$ cat config.mk
export PLATFORM = sky130hd
export DESIGN_NAME = lff_cell
export DESIGN_NICKNAME = d
export VERILOG_FILES = /design/src/sv/lff_pkg.sv /design/src/sv/lff_cell.sv
export SDC_FILE = /design/constraint.sdc
export NUM_CORES = 1
export LEC_CHECK = 0
export BUFFER_PORTS_ARGS = -buffer_cell sky130_fd_sc_hd__clkbuf_2
export CORE_ASPECT_RATIO = 1.5
export CORE_MARGIN = 4
export CORE_UTILIZATION = 52
export DETAILED_ROUTE_END_ITERATION = 7
export GPL_TIMING_DRIVEN = 0
export PLACE_DENSITY = 0.77
export SETUP_SLACK_MARGIN = 0.3
export SYNTH_ARGS = -nofsm -noshare
export SYNTH_HDL_FRONTEND = slang
export SYNTH_SLANG_ARGS = --single-unit
$ cat constraint.sdc
create_clock -name clock -period 13.85 [get_ports clock]
set_clock_uncertainty 0.1 [all_clocks]
set_input_delay 1.385 -clock clock [delete_from_list [all_inputs] [get_ports clock]]
set_output_delay 1.385 -clock clock [all_outputs]
set_load 0.02 [all_outputs]
$ cat src/sv/lff_pkg.sv
// ----------------------------------------------------------------------------
// lff_pkg
// Shared types and constants for the flame effect block: field widths,
// register indexes, cell operation codes and the cell control bundle.
// ----------------------------------------------------------------------------
package lff_pkg;

   localparam int MAX_CELLS = 64;
   localparam int CELL_W    = $clog2(MAX_CELLS);
   localparam int NCELL_W   = 7;

   localparam int COOL_W    = 10;
   localparam int ROLL_W    = 8;
   localparam int POS_W     = 3;
   localparam int HEAT_W    = 8;
   localparam int PIX_W     = 6;
   localparam int COLOR_W   = 8;

   localparam int CSR_IDX_W = 1;
   localparam int CSR_DAT_W = 8;

   localparam logic [CSR_IDX_W-1:0] CSR_NUM_CELLS    = 1'b0;
   localparam logic [CSR_IDX_W-1:0] CSR_SPARK_CHANCE = 1'b1;

   localparam logic [NCELL_W-1:0] NUM_CELLS_RESET    = 7'd60;
   localparam logic [HEAT_W-1:0]  SPARK_CHANCE_RESET = 8'd120;

   // divide by three as multiply and shift, exact for sums up to 765
   localparam int DIV3_MUL   = 683;
   localparam int DIV3_SHIFT = 11;

   typedef enum logic [1:0] {
      OP_HOLD,
      OP_COOL,
      OP_DRIFT,
      OP_SHIFT
   } cell_op_type;

   typedef struct packed {
      cell_op_type         op;
      logic [COOL_W-1:0]   cool;
      logic [CELL_W-1:0]   target;
      logic [CELL_W-1:0]   n_last;
      logic                spark_en;
      logic [POS_W-1:0]    spark_pos;
      logic [HEAT_W-1:0]   spark_amount;
   } cell_ctrl_type;

   typedef enum logic [1:0] {
      ST_IDLE,
      ST_DRIFT,
      ST_EMIT
   } state_type;

endpackage

$ cat src/sv/lff_cell.sv
// ----------------------------------------------------------------------------
// lff_cell
// One heat cell of the strip: cools when addressed, drifts from its two lower
// neighbors, takes a spark, and rotates toward cell zero during output.
// ----------------------------------------------------------------------------
module lff_cell (
   input  logic                          clock,
   input  logic                          reset,
   input  logic [lff_pkg::CELL_W-1:0]    cell_idx,
   input  lff_pkg::cell_ctrl_type        ctrl,
   input  logic [lff_pkg::HEAT_W-1:0]    prev1_heat,
   input  logic [lff_pkg::HEAT_W-1:0]    prev2_heat,
   input  logic [lff_pkg::HEAT_W-1:0]    next_heat,
   input  logic [lff_pkg::HEAT_W-1:0]    wrap_heat,
   output logic [lff_pkg::HEAT_W-1:0]    heat
);
   import lff_pkg::*;

   localparam int SUM_W  = HEAT_W + 2;
   localparam int PROD_W = 2 * SUM_W;

   logic [HEAT_W-1:0] heat_ff, heat_in;
   logic [SUM_W-1:0]  drift_sum;
   logic [PROD_W-1:0] drift_prod;
   logic [HEAT_W-1:0] drift_val;
   logic [HEAT_W-1:0] drift_out;
   logic              in_drift;

   assign drift_sum  = SUM_W'(prev1_heat) + SUM_W'({prev2_heat, 1'b0});
   assign drift_prod = PROD_W'(drift_sum) * PROD_W'(DIV3_MUL);
   assign drift_val  = drift_prod[DIV3_SHIFT +: HEAT_W];
   assign in_drift   = (cell_idx >= CELL_W'(2)) && (cell_idx <= ctrl.n_last);

   always_comb begin
      drift_out = in_drift ? drift_val : heat_ff;
      if (ctrl.spark_en && (cell_idx == CELL_W'(ctrl.spark_pos))) begin
         drift_out = drift_out + ctrl.spark_amount;
      end
   end

   always_comb begin
      heat_in = heat_ff;
      case (ctrl.op)
         OP_COOL: begin
            if (cell_idx == ctrl.target) begin
               if (ctrl.cool > COOL_W'(heat_ff)) begin
                  heat_in = '0;
               end else begin
                  heat_in = heat_ff - HEAT_W'(ctrl.cool);
               end
            end
         end
         OP_DRIFT: begin
            heat_in = drift_out;
         end
         OP_SHIFT: begin
            if (cell_idx < ctrl.n_last) begin
               heat_in = next_heat;
            end else if (cell_idx == ctrl.n_last) begin
               heat_in = wrap_heat;
            end
         end
         default: begin
            heat_in = heat_ff;
         end
      endcase
   end

   always_ff @(posedge clock) begin
      if (reset) begin
         heat_ff <= '0;
      end else begin
         heat_ff <= heat_in;
      end
   end

   assign heat = heat_ff;

endmodule

Yosys cells after proc, flatten, opt, wreduce, memory -nomap -nowiden
Index checks and enable logic that the tools add are counted.
{"block": "totals", "register_bits": 8, "in_bits": 76, "elab_cells": 28}
{"block": "op_classes", "add_sub_neg": 3, "multipliers": 1, "n_lt_le_gt_ge": 4, "n_eq_ne": 8, "mux": 7, "reduce_logical": 4}
{"operator": "$mux W8", "n": 6}
{"operator": "$pmux W8 S3", "n": 1}
{"operator": "$mul A10 B10 Y19 const B", "n": 1}
{"operator": "$eq A6 B6 Y1", "n": 2}
{"operator": "$add A8 B9 Y10", "n": 1}
{"operator": "$gt A10 B8 Y1", "n": 1}
{"operator": "$add A8 B8 Y8", "n": 1}
{"operator": "$sub A8 B8 Y8", "n": 1}
{"operator": "$eq A6 B3 Y1", "n": 1}
{"operator": "$ge A6 B2 Y1 const B", "n": 1}
{"operator": "$le A6 B6 Y1", "n": 1}
{"operator": "$lt A6 B6 Y1", "n": 1}
{"operator": "$eq A2 B2 Y1 const B", "n": 2}
{"operator": "$ne A3 B3 Y1 const B", "n": 1}
{"operator": "$reduce_and A3 Y1", "n": 1}
{"operator": "$reduce_bool A3 Y1", "n": 1}
{"operator": "$eq A2 B1 Y1 const B", "n": 1}
{"operator": "$logic_and A1 B1 Y1", "n": 2}
{"operator": "$ne A2 B2 Y1 const B", "n": 1}

Longest topological paths before layout
{"block": "depth", "depth_word": 6, "depth_mapped": 33, "depth_no_buf": 33}

Worst setup path after synthesis
OpenSTA, ideal clock, no wires.
{"block": "synth_path", "kind": "input port to flip-flop", "start": "in prev1_heat[1] (netlist bit)", "end": "reg heat_ff[7], in the netlist heat[7]", "setup_ps": 125, "t_arrival_ps": 8024, "required_time_ps": 13625, "slack_ps": 5601, "stages": 31, "path_buffers": 0, "path_cell_list": "ha_1 > fa_1 > a21o_1 > a21oi_1 > nor2b_1 > o21a_1 > nor2_1 > xnor2_1 > xnor2_1 > inv_1 > ha_1 > fa_1 > fa_1 > inv_1 > fa_1 > inv_1 > ha_1 > a2111o_1 > a211oi_2 > nor3_1 > a211oi_4 > xnor2_1 > mux2_2 > ha_1 > or3_1 > o22ai_1 > xor2_1 > nor2_1 > xnor2_1 > xnor2_1 > o21ai_0"}
{"block": "synth_via", "elab_chain_cells": 6}
{"item": "start, declared", "line": "lff_cell.sv:11", "rtl": "input logic [lff_pkg::HEAT_W-1:0] prev1_heat,"}
{"item": "$add A8 B9 Y10 *", "line": "lff_cell.sv:29", "rtl": "assign drift_sum = SUM_W'(prev1_heat) + SUM_W'({prev2_heat, 1'b0});"}
{"item": "$mul A10 B10 Y19 *", "line": "lff_cell.sv:30", "rtl": "assign drift_prod = PROD_W'(drift_sum) * PROD_W'(DIV3_MUL);"}
{"item": "$mux W8 *", "line": "lff_cell.sv:35", "rtl": "drift_out = in_drift ? drift_val : heat_ff;"}
{"item": "$add A8 B8 Y8", "line": "lff_cell.sv:37", "rtl": "drift_out = drift_out + ctrl.spark_amount;"}
{"item": "$mux W8 *", "line": "lff_cell.sv:36", "rtl": "if (ctrl.spark_en && (cell_idx == CELL_W'(ctrl.spark_pos))) begin"}
{"item": "$pmux W8 S3 *", "line": "lff_cell.sv:43", "rtl": "case (ctrl.op)"}
{"item": "end signal, assigned", "line": "lff_cell.sv:73", "rtl": "heat_ff <= heat_in;"}
{"item": "end, declared", "line": "lff_cell.sv:22", "rtl": "logic [HEAT_W-1:0] heat_ff, heat_in;"}
Mark *: on every way between the ends. The rest lies on a longest branch, timed or not.
A chain may end at the register's enable or synchronous reset.

Worst setup path after layout
{"block": "layout_path", "start": "in prev1_heat[2] (netlist bit)", "end": "reg heat_ff[7], in the netlist heat[7]"}
Same word-level chain as after synthesis.

==> impl_results.md <==
* Status: finished clean
* Worst hold-check path type: flop to flop
* Starting density of the core at 53.5%
* First-pass GRT wire length at 15.6 mm
* Post-synthesis adder-cell area fraction at 43.7%
* P&R area growth vs syn at 15.0%
* Startpoint types: input pin
* Synth area leader: ha_1
* Cell mode on critical path: ha_1
* Required time worst endpoint at 13.87 ns
* Iteration-0 DRC Markers at 109
* Row cnt at 37
* Total power at 1.21 mW
* Post-synth ARST share at 0%
* Drt drc at 0
* Post-synth EDFFs at 0
* Syn_area_per_cell at 8.30 um^2
* Warnings, synthesis at 0
* Placed Instances at 601
* Post-Route Utilization at 61.5%
* Largest net degree at the start of global routing at 11
* #FFs+latches synth at 8
* Total Wirelength at 8.99 mm
* Most frequent cells in the layout: ha_1, clkbuf_2, inv_1
* Layout cells sized above 1 at 18.1%
* Post-Synth XOR/XNOR Area at 10.0%
* Core area at 6850 um^2
* Cell variety after synth at 49
* Largest family of logic cells by synthesized area: adder cells
* Max_cap viols at 0
* CP Max Fanout at 4
* Final GP Congestion at 0.897
* Overall routing resource usage at 22.1%
* CP Class: input pin to flop
* Fill cells at 624
* CTS resizes at 0
* CTS Hold Bufs at 0
* Routed length per placed instance at 14.9 um
* Vias in the first global route at 3,763
* Via count at 3,407
* Critical path's slowest cell: fa_1
* Port Buffers at 82
* Slew HR at 54.7%
* Register area at 160 um^2
* Synth Net Count at 631
* P_leak at 2.29 nW
* Clock Tree Root: clkbuf_8
* Most common cell after layout, fill and taps aside: ha_1
* CTS tree: yes
* Max clock buf depth at 2
* Post-route ant nets at 0
* Die Y-Extent at 111 um
* Max Slew Vio Count at 0
* Vias per cell at 5.64
* GRT overflow at 0
* Worst-Margin Slew at 0.678 ns
* Arr. time, crit path at 8.99 ns
* Synth top area cells: ha_1, fa_1, inv_1
* Fin. Hold Viols at 0
* Initial antenna violation count at 0
* CTS buffer count at 3
* Post-layout min period at 8.97 ns
* Clk sink count at 8
* Reg clk slew, reported paths at 0.06 ns
* Die width at 76.5 um
* Worst setup EP type: flop
* Final Cycle Share at 64.8%
* Mapped Cells at 441
* Area of the multi-input gates at 3210 um^2
* Post-synthesis mux area share at 2.77%
* P per Cell Area at 288 nW/um^2
* Synth Cell Area at 3660 um^2
* Total Nets Final at 718
* Setup TNS at 0 ns
* Max frequency at 111 MHz
* DRT Pass-1 Iters at 4
* Post-DP HPWL at 8.20 mm
* Post-synthesis sequential area ratio at 4.37%
* Ant diodes at 0
* # setup viols final at 0
* Compound-Gate Fraction of Synth Area at 18.6%
* Clock latency at the later pin of the worst-skew pair at 0.25 ns
* Primary FF master, synth: dfxtp_1
* Unrepaired setup endpoints after global routing: no
* Number of flip-flops in the largest register at 8
* CP max stage delay at 0.55 ns
* Post CTS Setup Buffer Count at 0
* Synth top area share at 31.1%
* Final std cells w/o fill at 604
* Worst vdd ir at 151 uV
* H-tree levels at 1
* Ports at 84
* Die footprint at 8480 um^2
* Hold slack at 0.471 ns
* Area share of and/or/nand/nor cells after synthesis at 12.6%
[final cells by class]
type / instances / area share (%)
multi-input cells: 355 / 76.2
well taps: 78 / 2.32
clock buffers: 3 / 0.980
inverters: 73 / 6.51
flip-flops and latches: 8 / 3.80
repair buffers: 82 / 9.74
plain buffers: 5 / 0.475
[synth_stat cells, types with 6 or more instances]
library cell  count
ha_1             91
inv_1            73
nor2_1           29
xnor2_1          27
a21oi_1          24
fa_1             23
nand2_1          20
xor2_1           15
o21ai_0          13
a211oi_1          9
mux2i_1           9
nand2b_1          9
dfxtp_1           8
a21o_1            7
o221ai_1          7
nor3_1            6
[worst max-delay path, delay by kind of cell]
kind | cells | cell delay [ns]
and+or+nand+nor | 3 | 0.42
AOI/OAI and AO/OA | 14 | 3.14
adders and majority gates | 7 | 2.69
xor gates and xnor gates | 5 | 0.95
buffers and inverters | 4 | 0.43
[path summary, 6_finish.rpt]
kind         cells after the start                 start  slack (ns)              endpoint
min                              2  heat[4]$_SDFFE_PP0P_        0.47  heat[4]$_SDFFE_PP0P_
max reg2reg                      8  heat[2]$_SDFFE_PP0P_       11.08  heat[5]$_SDFFE_PP0P_
max                             33         prev1_heat[2]        4.88  heat[7]$_SDFFE_PP0P_
min reg2reg                      2  heat[4]$_SDFFE_PP0P_        0.47  heat[4]$_SDFFE_PP0P_
[cells by family after synthesis]
| family | Yosys count |
|---|---|
| fa+ha+maj | 114 |
| flops | 8 |
| mux | 10 |
| compound gates | 95 |
| buf+inv | 78 |
| xor+xnor | 42 |
| simple gates | 94 |
[metal layers]
layer  up-vias  GRT usage, %  routed length (um)
met1      1556          20.7                3070
met2       101          44.9                5130
met5         -             0                   0
met4         0          12.0                 467
li1       1714             -                   -
met3        36          2.20                 330
[stage by stage]
stage	worst slack [ns]	area [um^2]
floorplan	5.60	3660
global placement	4.85	4170
detailed placement	4.68	4170
CTS	4.90	4210
global route	4.28	4210
finish	4.88	4210
[report_power, final]
part           switching [mW]  leakage (nW)  internal, mW  total [mW]
registers             0.00781        0.0661        0.0287      0.0365
clock network          0.0128        0.0216        0.0191      0.0320
logic                   0.635          2.20         0.508        1.14
total                   0.655          2.29         0.556        1.21
No activity file was read; power rests on OpenSTA's default activity.
