--- src/sv/lff_pkg.sv ---
// ----------------------------------------------------------------------------
// lff_pkg
// Shared types and constants for the flame effect block: field widths,
// register indexes, cell operation codes and the cell control bundle.
// ----------------------------------------------------------------------------
package lff_pkg;

   localparam int MAX_CELLS = 64;
   localparam int CELL_W    = $clog2(MAX_CELLS);
   localparam int NCELL_W   = 7;

   localparam int COOL_W    = 10;
   localparam int ROLL_W    = 8;
   localparam int POS_W     = 3;
   localparam int HEAT_W    = 8;
   localparam int PIX_W     = 6;
   localparam int COLOR_W   = 8;

   localparam int CSR_IDX_W = 1;
   localparam int CSR_DAT_W = 8;

   localparam logic [CSR_IDX_W-1:0] CSR_NUM_CELLS    = 1'b0;
   localparam logic [CSR_IDX_W-1:0] CSR_SPARK_CHANCE = 1'b1;

   localparam logic [NCELL_W-1:0] NUM_CELLS_RESET    = 7'd60;
   localparam logic [HEAT_W-1:0]  SPARK_CHANCE_RESET = 8'd120;

   // divide by three as multiply and shift, exact for sums up to 765
   localparam int DIV3_MUL   = 683;
   localparam int DIV3_SHIFT = 11;

   typedef enum logic [1:0] {
      OP_HOLD,
      OP_COOL,
      OP_DRIFT,
      OP_SHIFT
   } cell_op_type;

   typedef struct packed {
      cell_op_type         op;
      logic [COOL_W-1:0]   cool;
      logic [CELL_W-1:0]   target;
      logic [CELL_W-1:0]   n_last;
      logic                spark_en;
      logic [POS_W-1:0]    spark_pos;
      logic [HEAT_W-1:0]   spark_amount;
   } cell_ctrl_type;

   typedef enum logic [1:0] {
      ST_IDLE,
      ST_DRIFT,
      ST_EMIT
   } state_type;

endpackage

--- src/sv/lff_rsp_if.sv ---
// ----------------------------------------------------------------------------
// lff_rsp_if
// Result channel: one RGB color per cell with its index and a frame marker.
// ----------------------------------------------------------------------------
interface lff_rsp_if;
   import lff_pkg::*;

   logic                valid;
   logic                ready;
   logic [PIX_W-1:0]    pixel_index;
   logic [COLOR_W-1:0]  red;
   logic [COLOR_W-1:0]  green;
   logic [COLOR_W-1:0]  blue;
   logic                frame_last;

   modport source (output valid, pixel_index, red, green, blue, frame_last,
                   input ready);
   modport sink   (input valid, pixel_index, red, green, blue, frame_last,
                   output ready);
endinterface

--- src/sv/lff_color.sv ---
// ----------------------------------------------------------------------------
// lff_color
// Heat to color mapping with the result output register: scales the heat to
// 0..191, picks one of three bands and holds the color until transferred.
// ----------------------------------------------------------------------------
module lff_color (
   input  logic                          clock,
   input  logic                          reset,
   input  logic                          load,
   input  logic [lff_pkg::HEAT_W-1:0]    heat_in,
   input  logic [lff_pkg::CELL_W-1:0]    cell_idx,
   input  logic                          last_in,
   output logic                          free,
   lff_rsp_if.source                     rsp_ch
);
   import lff_pkg::*;

   localparam int SCALE_W = 2 * HEAT_W;

   logic [SCALE_W-1:0] scaled;
   logic [SCALE_W-1:0] quot_sum;
   logic [HEAT_W-1:0]  t;
   logic [COLOR_W-1:0] ramp;
   logic [COLOR_W-1:0] r_c, g_c, b_c;

   logic               valid_ff, valid_in;
   logic [PIX_W-1:0]   pix_ff;
   logic [COLOR_W-1:0] red_ff, green_ff, blue_ff;
   logic               last_ff;

   // round(h*191/255) as floor((h*191+127)/255), divide by 255 via x + x>>8 + 1
   assign scaled   = SCALE_W'(heat_in) * SCALE_W'(191) + SCALE_W'(127);
   assign quot_sum = scaled + (scaled >> HEAT_W) + SCALE_W'(1);
   assign t        = quot_sum[SCALE_W-1 -: HEAT_W];
   assign ramp     = {t[5:0], 2'b00};

   always_comb begin
      if (t > HEAT_W'(8'h80)) begin
         r_c = 8'hFF;
         g_c = 8'hFF;
         b_c = ramp;
      end else if (t > HEAT_W'(8'h40)) begin
         r_c = 8'hFF;
         g_c = ramp;
         b_c = '0;
      end else begin
         r_c = ramp;
         g_c = '0;
         b_c = '0;
      end
   end

   assign free = !valid_ff || rsp_ch.ready;

   always_comb begin
      if (load) begin
         valid_in = 1'b1;
      end else if (rsp_ch.ready) begin
         valid_in = 1'b0;
      end else begin
         valid_in = valid_ff;
      end
   end

   always_ff @(posedge clock) begin
      if (reset) begin
         valid_ff <= 1'b0;
      end else begin
         valid_ff <= valid_in;
      end
   end

   always_ff @(posedge clock) begin
      if (load) begin
         pix_ff   <= PIX_W'(cell_idx);
         red_ff   <= r_c;
         green_ff <= g_c;
         blue_ff  <= b_c;
         last_ff  <= last_in;
      end
   end

   assign rsp_ch.valid       = valid_ff;
   assign rsp_ch.pixel_index = pix_ff;
   assign rsp_ch.red         = red_ff;
   assign rsp_ch.green       = green_ff;
   assign rsp_ch.blue        = blue_ff;
   assign rsp_ch.frame_last  = last_ff;

endmodule

--- src/flat_wrapper.sv ---
// flat-port wrapper written by rule: the top's interface ports become plain ports
module lff_color_flat import lff_pkg::*;
  (clock, reset, load, heat_in, cell_idx, last_in, free, rsp_ch_valid, rsp_ch_pixel_index, rsp_ch_red, rsp_ch_green, rsp_ch_blue, rsp_ch_frame_last, rsp_ch_ready);
  lff_rsp_if rsp_ch_i ();
  input  logic clock;
  input  logic reset;
  input  logic load;
  input  logic [lff_pkg::HEAT_W-1:0] heat_in;
  input  logic [lff_pkg::CELL_W-1:0] cell_idx;
  input  logic last_in;
  output logic free;
  output wire logic [$bits(rsp_ch_i.valid)-1:0] rsp_ch_valid;
  output wire logic [$bits(rsp_ch_i.pixel_index)-1:0] rsp_ch_pixel_index;
  output wire logic [$bits(rsp_ch_i.red)-1:0] rsp_ch_red;
  output wire logic [$bits(rsp_ch_i.green)-1:0] rsp_ch_green;
  output wire logic [$bits(rsp_ch_i.blue)-1:0] rsp_ch_blue;
  output wire logic [$bits(rsp_ch_i.frame_last)-1:0] rsp_ch_frame_last;
  input wire logic [$bits(rsp_ch_i.ready)-1:0] rsp_ch_ready;
  assign rsp_ch_valid = rsp_ch_i.valid;
  assign rsp_ch_pixel_index = rsp_ch_i.pixel_index;
  assign rsp_ch_red = rsp_ch_i.red;
  assign rsp_ch_green = rsp_ch_i.green;
  assign rsp_ch_blue = rsp_ch_i.blue;
  assign rsp_ch_frame_last = rsp_ch_i.frame_last;
  assign rsp_ch_i.ready = rsp_ch_ready;
  lff_color u_core (.clock(clock), .reset(reset), .load(load), .heat_in(heat_in), .cell_idx(cell_idx), .last_in(last_in), .free(free), .rsp_ch(rsp_ch_i));
endmodule
--- config.mk ---
export PLATFORM = sky130hd
export DESIGN_NAME = lff_color_flat
export DESIGN_NICKNAME = d
export VERILOG_FILES = /design/src/sv/lff_pkg.sv /design/src/sv/lff_rsp_if.sv /design/src/sv/lff_color.sv /design/src/flat_wrapper.sv
export SDC_FILE = /design/constraint.sdc
export NUM_CORES = 1
export LEC_CHECK = 0
export BUFFER_PORTS_ARGS = -buffer_cell sky130_fd_sc_hd__buf_4
export CAP_MARGIN = 20
export CORE_MARGIN = 5
export CORE_UTILIZATION = 55
export CTS_CLUSTER_SIZE = 40
export DETAILED_ROUTE_END_ITERATION = 8
export PLACE_DENSITY = 0.78
export SLEW_MARGIN = 5
export SYNTH_ARGS = -nofsm -noshare
export SYNTH_HDL_FRONTEND = slang
export SYNTH_SLANG_ARGS = --single-unit
export TNS_END_PERCENT = 5
--- constraint.sdc ---
create_clock -name clock -period 13.9 [get_ports clock]
set_input_delay 0.695 -clock clock [delete_from_list [all_inputs] [get_ports clock]]
set_output_delay 0.695 -clock clock [all_outputs]
set_load 0.05 [all_outputs]
# --- Yosys cells after proc, flatten, opt, wreduce, memory -nomap -nowiden ---
# Index checks and enable logic that the tools add are counted.
word_totals:
  inputBits: 19
  regBits: 32
  output_inout_bits: 33
  word_cells: 22
op_classes:
  mul: 1
  muxes: 4
  n_lt_le_gt_ge: 2
  addsub: 3
  reduce_logical: 4
ops:
  columns: ["cell", "n"]
  rows:
  - ["$add 16x1->16 const B", 1]
  - ["$add 16x7->16 const B", 1]
  - ["$add 16x8->16", 1]
  - ["$mul 8x8->16 const B", 1]
  - ["$gt 8x7->1 const B", 1]
  - ["$gt 8x8->1 const B", 1]
  - ["$mux 8", 1]
  - ["$mux 1", 2]
  - ["$mux 2", 1]
  - ["$reduce_bool 2->1", 1]
  - ["$reduce_or 2->1", 1]
  - ["$logic_not 1->1", 1]
  - ["$logic_or 1x1->1", 1]

# --- Logic depth before layout (Yosys ltp) ---
# Gate-level depths: netlist of the first run.
logic_depth:
  depth_word: 6
  mapped_depth: 29

# --- Least setup slack after synthesis of the first run ---
# Ideal clock, no wire load.
synth_timing:
  path_kind: "input-to-reg"
  from: "in heat_in[4] (netlist bit)"
  to: "reg u_core.red_ff[6], in the netlist u_core.rsp_ch.red[6], data pin"
  arrival_ps: 6402
  required_ps: 13633
  path_stages: 27
  path_buffers: 3
  setup_time_ps: 267
  path_slack_ps: 7231
  path_cell_list: "fa_1 -> inv_1 -> fa_1 -> inv_1 -> fa_1 -> inv_1 -> fa_1 -> inv_1 -> ha_1 -> buf_6 -> a21oi_2 -> nor2b_1 -> o21a_1 -> o211ai_2 -> o2111ai_2 -> ha_1 -> a21o_1 -> a21oi_1 -> nand2_1 -> a21oi_1 -> and4b_1 -> buf_2 -> or4_4 -> a32oi_2 -> or2_1 -> buf_6 -> nand3_2"
synth_via:
  elab_chain_len: 6
synth_rtl:
  columns: ["element", "line", "rtl"]
  rows:
  - ["start: declaration", "flat_wrapper.sv:8", "input logic [lff_pkg::HEAT_W-1:0] heat_in;"]
  - ["$mul 8x8->16 *", "lff_color.sv:32", "assign scaled = SCALE_W'(heat_in) * SCALE_W'(191) + SCALE_W'(127);"]
  - ["$add 16x7->16 *", "lff_color.sv:32", null]
  - ["$add 16x8->16 *", "lff_color.sv:33", "assign quot_sum = scaled + (scaled >> HEAT_W) + SCALE_W'(1);"]
  - ["$add 16x1->16 *", "lff_color.sv:33", null]
  - ["$gt 8x7->1 or $gt 8x8->1 (tied branches)", "lff_color.sv:42, lff_color.sv:38", null]
  - ["$reduce_or 2->1 (no line)", null, null]
  - ["end signal: assignment", "lff_color.sv:76", "red_ff <= r_c;"]
  - ["end: declaration", "lff_color.sv:28", "logic [COLOR_W-1:0] red_ff, green_ff, blue_ff;"]
# Mark *: on every way between the ends. The rest lies on a longest branch, timed or not.
# A chain may end at the register's enable or synchronous reset.

# --- Final worst setup path of the first run ---
# Same ends and word-level chain as after synthesis.

==> results.sh, run 1 <==
export IMPL_syn_area_sq_um=3420
export IMPL_pin_count=52
export IMPL_post_cts_resize_count=0
export IMPL_synth_cell_type_count=56
export IMPL_fin_crit_ps=7100
export IMPL_slowest_delay_ps=590
export IMPL_avgSynthCellArea_sq_um=10.2
export IMPL_globalplace_congestion=0.859
export IMPL_cts_tree="done"
export IMPL_relSlewSlack_pct=62.5
export IMPL_vias_per_cell=5.49
export IMPL_synth_edf_count=27
export IMPL_status="complete, no violations"
export IMPL_syn_instance_count=335
export IMPL_grtUsageTotal_pct=18.4
export IMPL_max_cap_violations=0
export IMPL_postCtsSetupRepairBufs=0
export IMPL_hp_class="reg2reg"
export IMPL_cp_max_fo=9
export IMPL_hpwl_um=5750
export IMPL_ant_nets=0
export IMPL_yosysWarnings=0
export IMPL_cts_root_buf="clkbuf_8"
export IMPL_synth_top_area_share_pct=23.7
export IMPL_ys_top_cells_by_count="inv_1 (62), ha_1 (44), fa_1 (29)"
export IMPL_cts_htree_levels=1
export IMPL_port_buffers=49
export IMPL_nNetsFinal=470
export IMPL_clock_sinks=28
export IMPL_worstMarginPinSlew_ps=560
export IMPL_synth_largest_area_cell="edfxtp_1"
export IMPL_ys_ff_latch=28
export IMPL_finalWorstSetupSlack_ps=6800
export IMPL_num_rows=28
export IMPL_netlist_top_cells_area="edfxtp_1 (24%), fa_1 (17%), ha_1 (16%), inv_1 (6.8%), a21oi_1 (3.2%)"
export IMPL_clock_tree_buffer_depth=2
export IMPL_path_class="in2reg"
export IMPL_grt_max_degree=29
export IMPL_clk_pin_slew_worst_paths_ps=90
export IMPL_syn2layout_area_growth_pct=13.2
export IMPL_drive_above_1_share_pct=20.7
export IMPL_synthMostInstantiatedCell="inv_1"
export IMPL_die_w_um=88.8
export IMPL_grt_pass1_vias=2536
export IMPL_critPathRequiredTime_ps=13920
export IMPL_skew_ps=0
export IMPL_gr_total_overflow=0
export IMPL_grt_pass1_wl_um=11600
export IMPL_core_area_sq_um=5990
export IMPL_nFillCells=495
export IMPL_place_worst_setup_slack_ps=6510
export IMPL_vias=2483
export IMPL_ys_seq_area_share_pct=24.3
export IMPL_hold_viol=0
export IMPL_antenna_found_initial=0
export IMPL_die_h_um=88.8
export IMPL_ctsHoldBuffers=0
export IMPL_drtPass1Iterations=4
export IMPL_finalCritPeriodShare_pct=51.1
export IMPL_critPathArrivalTime_ps=7130
export IMPL_setup_tns_ps=0
export IMPL_rsz0062_at_grt="no"
export IMPL_drt_total_wl_um=6790
export IMPL_clkLatencyLatePin_ps=280
export IMPL_cp_start_kind="input pin"
export IMPL_drc=0
export IMPL_initial_core_util_pct=57.0
export IMPL_diodes=0
export IMPL_dieArea_sq_um=7890
export IMPL_wl_per_cell_um=15.0
export IMPL_fmax_mhz=141
export IMPL_synthFlopType="edfxtp_1"
export IMPL_initialDrtViolationCount=180
export IMPL_cts_inserted_buffers=3
export IMPL_setup_viol=0
export IMPL_synthArstFlopShare_pct=0
export IMPL_cp_end_kind="register"
export IMPL_drv_slew=0
export IMPL_crit_slowest_cell="fa_1"
[cells by family after synthesis]
| group | Yosys count | synth area share [%] |
|---|---|---|
| AOI/OAI and AO/OA | 64 | 13.9 |
| and+or+nand+nor | 71 | 12.8 |
| muxes | 3 | 0.916 |
| other | 1 | 0.110 |
| buffers and inverters | 75 | 9.52 |
| adders and majority gates | 73 | 33.1 |
| DFF | 28 | 24.3 |
| xor gates and xnor gates | 20 | 5.35 |
[routing by layer]
metal	GRT usage, %	routed length [um]	vias up
met5	0	0	-
met3	2.14	245	5
met4	2.06	40	0
met1	24.1	2910	1191
li1	-	-	1237
met2	33.7	3600	50
[final timing paths]
| check | from | end | slack (ps) | depth (start not counted) |
|---|---|---|---|---|
| hold reg to reg | u_core.rsp_ch.valid | u_core.rsp_ch.valid | 530 | 2 |
| hold / removal | u_core.rsp_ch.valid | u_core.rsp_ch.valid | 530 | 2 |
| setup reg to reg | u_core.rsp_ch.valid | u_core.rsp_ch.valid | 13270 | 2 |
| setup / recovery | heat_in[4] | u_core.rsp_ch.red[6] | 6800 | 25 |
[cell usage in the layout, fill, tap and decap left out, types with 3 or more instances in the layout]
cell type | netlist | final
inv_1 | 62 | 62
buf_4 | 4 | 50
ha_1 | 44 | 44
fa_1 | 29 | 29
edfxtp_1 | 27 | 27
a21oi_1 | 22 | 22
nor2_1 | 12 | 12
xnor2_1 | 12 | 12
nand2_1 | 11 | 11
a21o_1 | 9 | 9
nand3_1 | 9 | 9
xor2_1 | 7 | 7
nor3_1 | 7 | 7
o211ai_1 | 6 | 6
nand3_2 | 6 | 6
nand4_1 | 4 | 4
a21oi_2 | 3 | 3
o21ai_1 | 3 | 3
nor2b_1 | 3 | 3
o21a_1 | 3 | 3
clkbuf_8 | 0 | 3
[final cells by class]
cell class / count / area [sq um] / share of cell area (%)
multi-input combinational: 233 / 2260 / 58.5
sequential: 28 / 831 / 21.5
timing repair buffer: 50 / 375 / 9.71
inverter: 62 / 233 / 6.02
tap: 75 / 93.8 / 2.43
clock buffer: 3 / 41.3 / 1.07
clock inverter: 1 / 30.0 / 0.776
[metrics by stage]
step	cell area (sq um)	cells	util [%]	hold WS (ps)
after floorplan	3420	336	-	764
after global placement	3800	448	63.4	492
after detailed placement	3800	448	63.4	519
after CTS	3870	452	64.6	533
after global routing	3870	452	64.6	556
final	3870	452	64.6	530
[critical path, delay by kind of cell]
family / cells / cell delay [ps]
buffers and inverters: 5 / 350
AO/OA/AOI/OAI: 8 / 1810
adder cells (fa/ha/maj): 6 / 2920
AND/OR/NAND/NOR: 6 / 1360
[sequential cells by signal (all words and copies together), names as in the netlist]
name / flops
u_core.rsp_ch.frame_last: 1
u_core.rsp_ch.valid: 1
u_core.rsp_ch.red: 7
u_core.rsp_ch.pixel_index: 6
u_core.rsp_ch.green: 7
u_core.rsp_ch.blue: 6
Power of run 1 is not shown: default switching activity piles up to over one toggle a cycle in this logic, so the estimate is an artifact.
==> inputs of run 2 (changes only) <==
==> constraint.sdc (replaced) <==
create_clock -name clock -period 6.7 [get_ports clock]
set_input_delay 0.335 -clock clock [delete_from_list [all_inputs] [get_ports clock]]
set_output_delay 0.335 -clock clock [all_outputs]
set_load 0.05 [all_outputs]
==> results.sh, run 2 (synthesis gave the netlist of run 1 again) <==
export IMPL_slowest_delay_ps=540
export IMPL_wl_met3_um=281
export IMPL_cts_root_buf="clkbuf_8"
export IMPL_grtUsageTotal_pct=18.7
export IMPL_ctsHoldBuffers=0
export IMPL_drv_slew=0
export IMPL_grt_pass1_wl_um=11800
export IMPL_globalplace_congestion=0.864
export IMPL_cts_inserted_buffers=3
export IMPL_wl_per_cell_um=14.9
export IMPL_fin_crit_ps=6310
export IMPL_hpwl_um=5880
export IMPL_vias_per_cell=5.54
export IMPL_clk_pin_slew_worst_paths_ps=90
export IMPL_core_area_sq_um=5990
export IMPL_die_h_um=88.8
export IMPL_reg2reg_slack_ps=6090
export IMPL_top_layer="met4"
export IMPL_nNetsFinal=478
export IMPL_die_w_um=88.8
export IMPL_status="complete, no violations"
export IMPL_setup_tns_ps=0
export IMPL_skew_ps=0
export IMPL_dieArea_sq_um=7890
export IMPL_critPathArrivalTime_ps=6330
export IMPL_num_rows=28
export IMPL_grt_max_degree=29
export IMPL_ff_latch_area_sq_um=831
export IMPL_ant_nets=0
export IMPL_grt_pass1_vias=2640
export IMPL_wl_met2_um=3640
export IMPL_nFillCells=486
export IMPL_setup_viol=0
export IMPL_port_buffers=49
export IMPL_diodes=0
export IMPL_pin_count=52
export IMPL_fmax_mhz=158
export IMPL_cts_tree="done"
export IMPL_post_cts_resize_count=0
export IMPL_drtPass1Iterations=4
export IMPL_antenna_found_initial=0
export IMPL_cts_htree_levels=1
export IMPL_cp_start_kind="input pin"
export IMPL_max_cap_violations=0
export IMPL_gr_total_overflow=0
export IMPL_mostFrequentLayoutCells="inv_1 (62), buf_4 (57), ha_1 (44), fa_1 (29), edfxtp_1 (27)"
export IMPL_initialDrtViolationCount=158
export IMPL_clkLatencyLatePin_ps=270
export IMPL_whs_ps=208
export IMPL_initial_core_util_pct=57.0
export IMPL_vias=2548
export IMPL_multi_input_area_sq_um=2270
export IMPL_wl_met1_um=2910
export IMPL_critPathRequiredTime_ps=6720
export IMPL_drt_total_wl_um=6870
export IMPL_postCtsSetupRepairBufs=0
export IMPL_clock_tree_buffer_depth=2
export IMPL_syn2layout_area_growth_pct=15.3
export IMPL_crit_slowest_cell="fa_1"
export IMPL_path_class="in2reg"
export IMPL_mostFrequentLayoutCell="inv_1"
export IMPL_crit_path_frequent_cell="inv_1"
export IMPL_hp_class="in2reg"
export IMPL_hold_viol=0
export IMPL_clock_sinks=28
export IMPL_cp_end_kind="register"
export IMPL_cp_max_fo=7
export IMPL_drive_above_1_share_pct=22.9
export IMPL_finalCritPeriodShare_pct=94.2
export IMPL_drc=0
run 2: changes by cell type in the layout (fill, tap and decap cells not counted):
cell and delta:
buf_4 +7, a21oi_1 -1, a21oi_2 +1, buf_6 +1
or2_1 -1, or2_4 +1
run 2: critical path, delay by kind of cell:
kind,cells,cell delay (ps)
buffers and inverters,6,480
AOI/OAI and AO/OA,9,1700
adders and majority gates,6,2610
and+or+nand+nor,5,1000
xor gates and xnor gates,1,230
run 2: stage by stage:
| stage | utilization [%] | setup WS, ps | instance area [sq um] | std cells |
|---|---|---|---|---|
| after floorplan | - | 391 | 3420 | 336 |
| after global placement | 64.4 | 178 | 3860 | 456 |
| after detailed placement | 64.4 | 51.3 | 3860 | 456 |
| after CTS | 65.6 | 321 | 3930 | 460 |
| after global routing | 65.7 | -19.8 | 3940 | 460 |
| final | 65.7 | 389 | 3940 | 460 |
run 2: final cells by class:
cell class	instances	share of cell area [%]
clock inverters	1	0.763
clock buffers	3	1.05
flip-flops and latches	28	21.1
repair buffers	58	11.2
multi-input cells	233	57.6
inverters	62	5.91
well taps	75	2.38
run 2: worst paths after layout:
kind | cells after the start | startpoint | end
worst min register to register | 2 | u_core.rsp_ch.valid | u_core.rsp_ch.valid
worst min-delay path | 2 | reset | u_core.rsp_ch.valid
worst max register to register | 2 | u_core.rsp_ch.valid | u_core.rsp_ch.valid
worst max-delay path | 27 | heat_in[6] | u_core.rsp_ch.green[7]
run 2: layer usage:
layer	track usage, %	vias to the layer above
li1	-	1249
met1	24.7	1240
met2	33.7	55
met3	2.33	4
met4	2.06	0
met5	0	-
Power of run 2 is left out for the same reason.
==> inputs of run 3 (changes only) <==
--- a/config.mk
+++ b/config.mk
@@ -5,6 +5,7 @@
 export SDC_FILE = /design/constraint.sdc
 export NUM_CORES = 1
 export LEC_CHECK = 0
+export ABC_AREA = 1
 export BUFFER_PORTS_ARGS = -buffer_cell sky130_fd_sc_hd__buf_4
 export CAP_MARGIN = 20
 export CORE_MARGIN = 5
==> results.sh, run 3 <==
export IMPL_status="complete, no violations"
export IMPL_synth_edf_count=27
export IMPL_setup_viol=0
export IMPL_slowest_delay_ps=600
export IMPL_syn2layout_area_growth_pct=14.6
export IMPL_syn_instance_count=422
export IMPL_mostFrequentLayoutCells="nand2_1 (100), inv_1 (93), buf_4 (49), ha_1 (44), nand3_1 (34)"
export IMPL_fmax_mhz=163
export IMPL_hold_viol=0
export IMPL_cts_htree_levels=1
export IMPL_postCtsSetupRepairBufs=0
export IMPL_synth_xor_area_share_pct=2.83
export IMPL_wl_per_cell_um=13.4
export IMPL_nNetsFinal=564
export IMPL_diodes=0
export IMPL_grt_max_degree=29
export IMPL_multi_input_area_sq_um=2190
export IMPL_place_inst=542
export IMPL_ant_nets=0
export IMPL_core_area_sq_um=5960
export IMPL_synth_top_area_share_pct=23.8
export IMPL_crit_slowest_cell="fa_1"
export IMPL_cp_start_kind="input pin"
export IMPL_initial_core_util_pct=57.1
export IMPL_crit_path_frequent_cell="nand2_1"
export IMPL_cts_tree="done"
export IMPL_critPathArrivalTime_ps=6170
export IMPL_max_cap_violations=0
export IMPL_drc=0
export IMPL_path_class="in2reg"
export IMPL_cp_max_fo=13
export IMPL_skew_ps=0
export IMPL_ys_seq_area_share_pct=24.4
export IMPL_ctsHoldBuffers=0
export IMPL_gr_total_overflow=0
export IMPL_ys_top_cells_by_count="nand2_1 (100), inv_1 (93), ha_1 (44)"
export IMPL_synth_fa_ha_area_share_pct=33.2
export IMPL_avgSynthCellArea_sq_um=8.06
export IMPL_vias_per_cell=5.12
export IMPL_finalCritPeriodShare_pct=91.7
export IMPL_clk_pin_slew_worst_paths_ps=100
export IMPL_die_h_um=88.7
export IMPL_drtPass1Iterations=5
export IMPL_clkLatencyLatePin_ps=280
export IMPL_hpwl_um=6310
export IMPL_hold_path_depth=2
export IMPL_cp_end_kind="register"
export IMPL_dieArea_sq_um=7860
export IMPL_die_w_um=88.7
export IMPL_antenna_found_initial=0
export IMPL_synthArstFlopShare_pct=0
export IMPL_pin_count=52
export IMPL_grtUsageTotal_pct=19.2
export IMPL_synth_compound_area_share_pct=3.13
export IMPL_cts_root_buf="clkbuf_8"
export IMPL_netlist_top_cells_area="edfxtp_1 (24%), fa_1 (17%), ha_1 (16%), nand2_1 (11%), inv_1 (10%)"
export IMPL_drt_total_wl_um=7290
export IMPL_drive_above_1_share_pct=14.2
export IMPL_grt_pass1_wl_um=12000
export IMPL_synthMostInstantiatedCell="nand2_1"
export IMPL_grt_pass1_vias=2758
export IMPL_clock_sinks=28
export IMPL_synth_cell_type_count=28
export IMPL_ff_latch_area_sq_um=831
export IMPL_ys_ff_latch=28
export IMPL_cts_inserted_buffers=3
export IMPL_fin_crit_ps=6140
export IMPL_synthFlopType="edfxtp_1"
export IMPL_critPathRequiredTime_ps=6730
export IMPL_initialDrtViolationCount=118
export IMPL_drv_slew=0
export IMPL_r2r_cells=2
export IMPL_muxShareOfSynthArea_pct=0.294
export IMPL_reg2reg_slack_ps=6100
export IMPL_yosysWarnings=0
export IMPL_synth_largest_area_cell="edfxtp_1"
export IMPL_vias=2793
export IMPL_post_cts_resize_count=0
export IMPL_rsz0062_at_grt="no"
export IMPL_num_rows=28
export IMPL_synth_top_family_by_area="adder cells"
export IMPL_port_buffers=49
export IMPL_setup_tns_ps=0
export IMPL_mostFrequentLayoutCell="nand2_1"
export IMPL_nFillCells=506
export IMPL_hp_class="in2reg"
export IMPL_fin_cells=546
export IMPL_syn_area_sq_um=3400
export IMPL_clock_tree_buffer_depth=2
export IMPL_globalplace_congestion=0.882
export IMPL_synth_simple_area_share_pct=24.5
## run 3: changes by cell type in the layout (fill, tap and decap cells not counted), moves of 7 or more
| cell | previous run | this run |
|---|---|---|
| a21o_1 | 9 | 2 |
| nand3_1 | 9 | 34 |
| nor3_1 | 7 | 0 |
| nor2_1 | 12 | 32 |
| a21oi_1 | 21 | 11 |
| nand2_2 | 0 | 7 |
| buf_4 | 57 | 49 |
| xnor2_1 | 12 | 4 |
| inv_1 | 62 | 93 |
| nand2_1 | 11 | 100 |
## run 3: cell type report
| class | instances | share of cell area (%) |
|---|---|---|
| Timing Repair Buffer | 49 | 9.44 |
| Inverter | 93 | 8.95 |
| Clock buffer | 3 | 1.06 |
| Sequential cell | 28 | 21.3 |
| Tap cell | 75 | 2.41 |
| Multi-Input combinational cell | 297 | 56.1 |
| Clock inverter | 1 | 0.770 |
## run 3: through the flow
step	setup slack, ps	area (sq um)	hold slack (ps)	util [%]
6_report	559	3900	197	65.5
5_1_grt	96.2	3900	189	65.5
4_1_cts	617	3900	199	65.5
3_5_place_dp	370	3830	480	64.3
3_3_place_gp	488	3830	471	64.3
2_1_floorplan	1110	3410	404	-
## run 3: metal layers
layer | part of all wire, % | global-route usage [%] | vias up | wire, um
met5 | 0 | 0 | - | 0
met1 | 40 | 23.3 | 1307 | 2920
met2 | 55 | 36.5 | 59 | 4040
li1 | - | - | 1416 | -
met4 | 1.4 | 3.98 | 0 | 101
met3 | 3.1 | 1.77 | 11 | 224
## run 3: cell families after synthesis
kind of cell / after synthesis
adders and majority gates: 73
xor gates and xnor gates: 11
muxes: 1
other: 1
DFF: 28
buffers and inverters: 98
and+or+nand+nor: 191
AOI/OAI and AO/OA: 19
## run 3: worst max-delay path: cells and delay by family
family,cells,cell delay [ps]
AOI/OAI and AO/OA,2,270
buffers and inverters,6,450
xor gates and xnor gates,2,660
and+or+nand+nor,14,1630
adders and majority gates,6,2790
## run 3: worst paths after layout
kind                                  to                start
setup / recovery  u_core.rsp_ch.green[7]           heat_in[4]
setup reg to reg     u_core.rsp_ch.valid  u_core.rsp_ch.valid
hold reg to reg      u_core.rsp_ch.valid  u_core.rsp_ch.valid
hold / removal       u_core.rsp_ch.valid                reset
Power of run 3 is left out for the same reason.
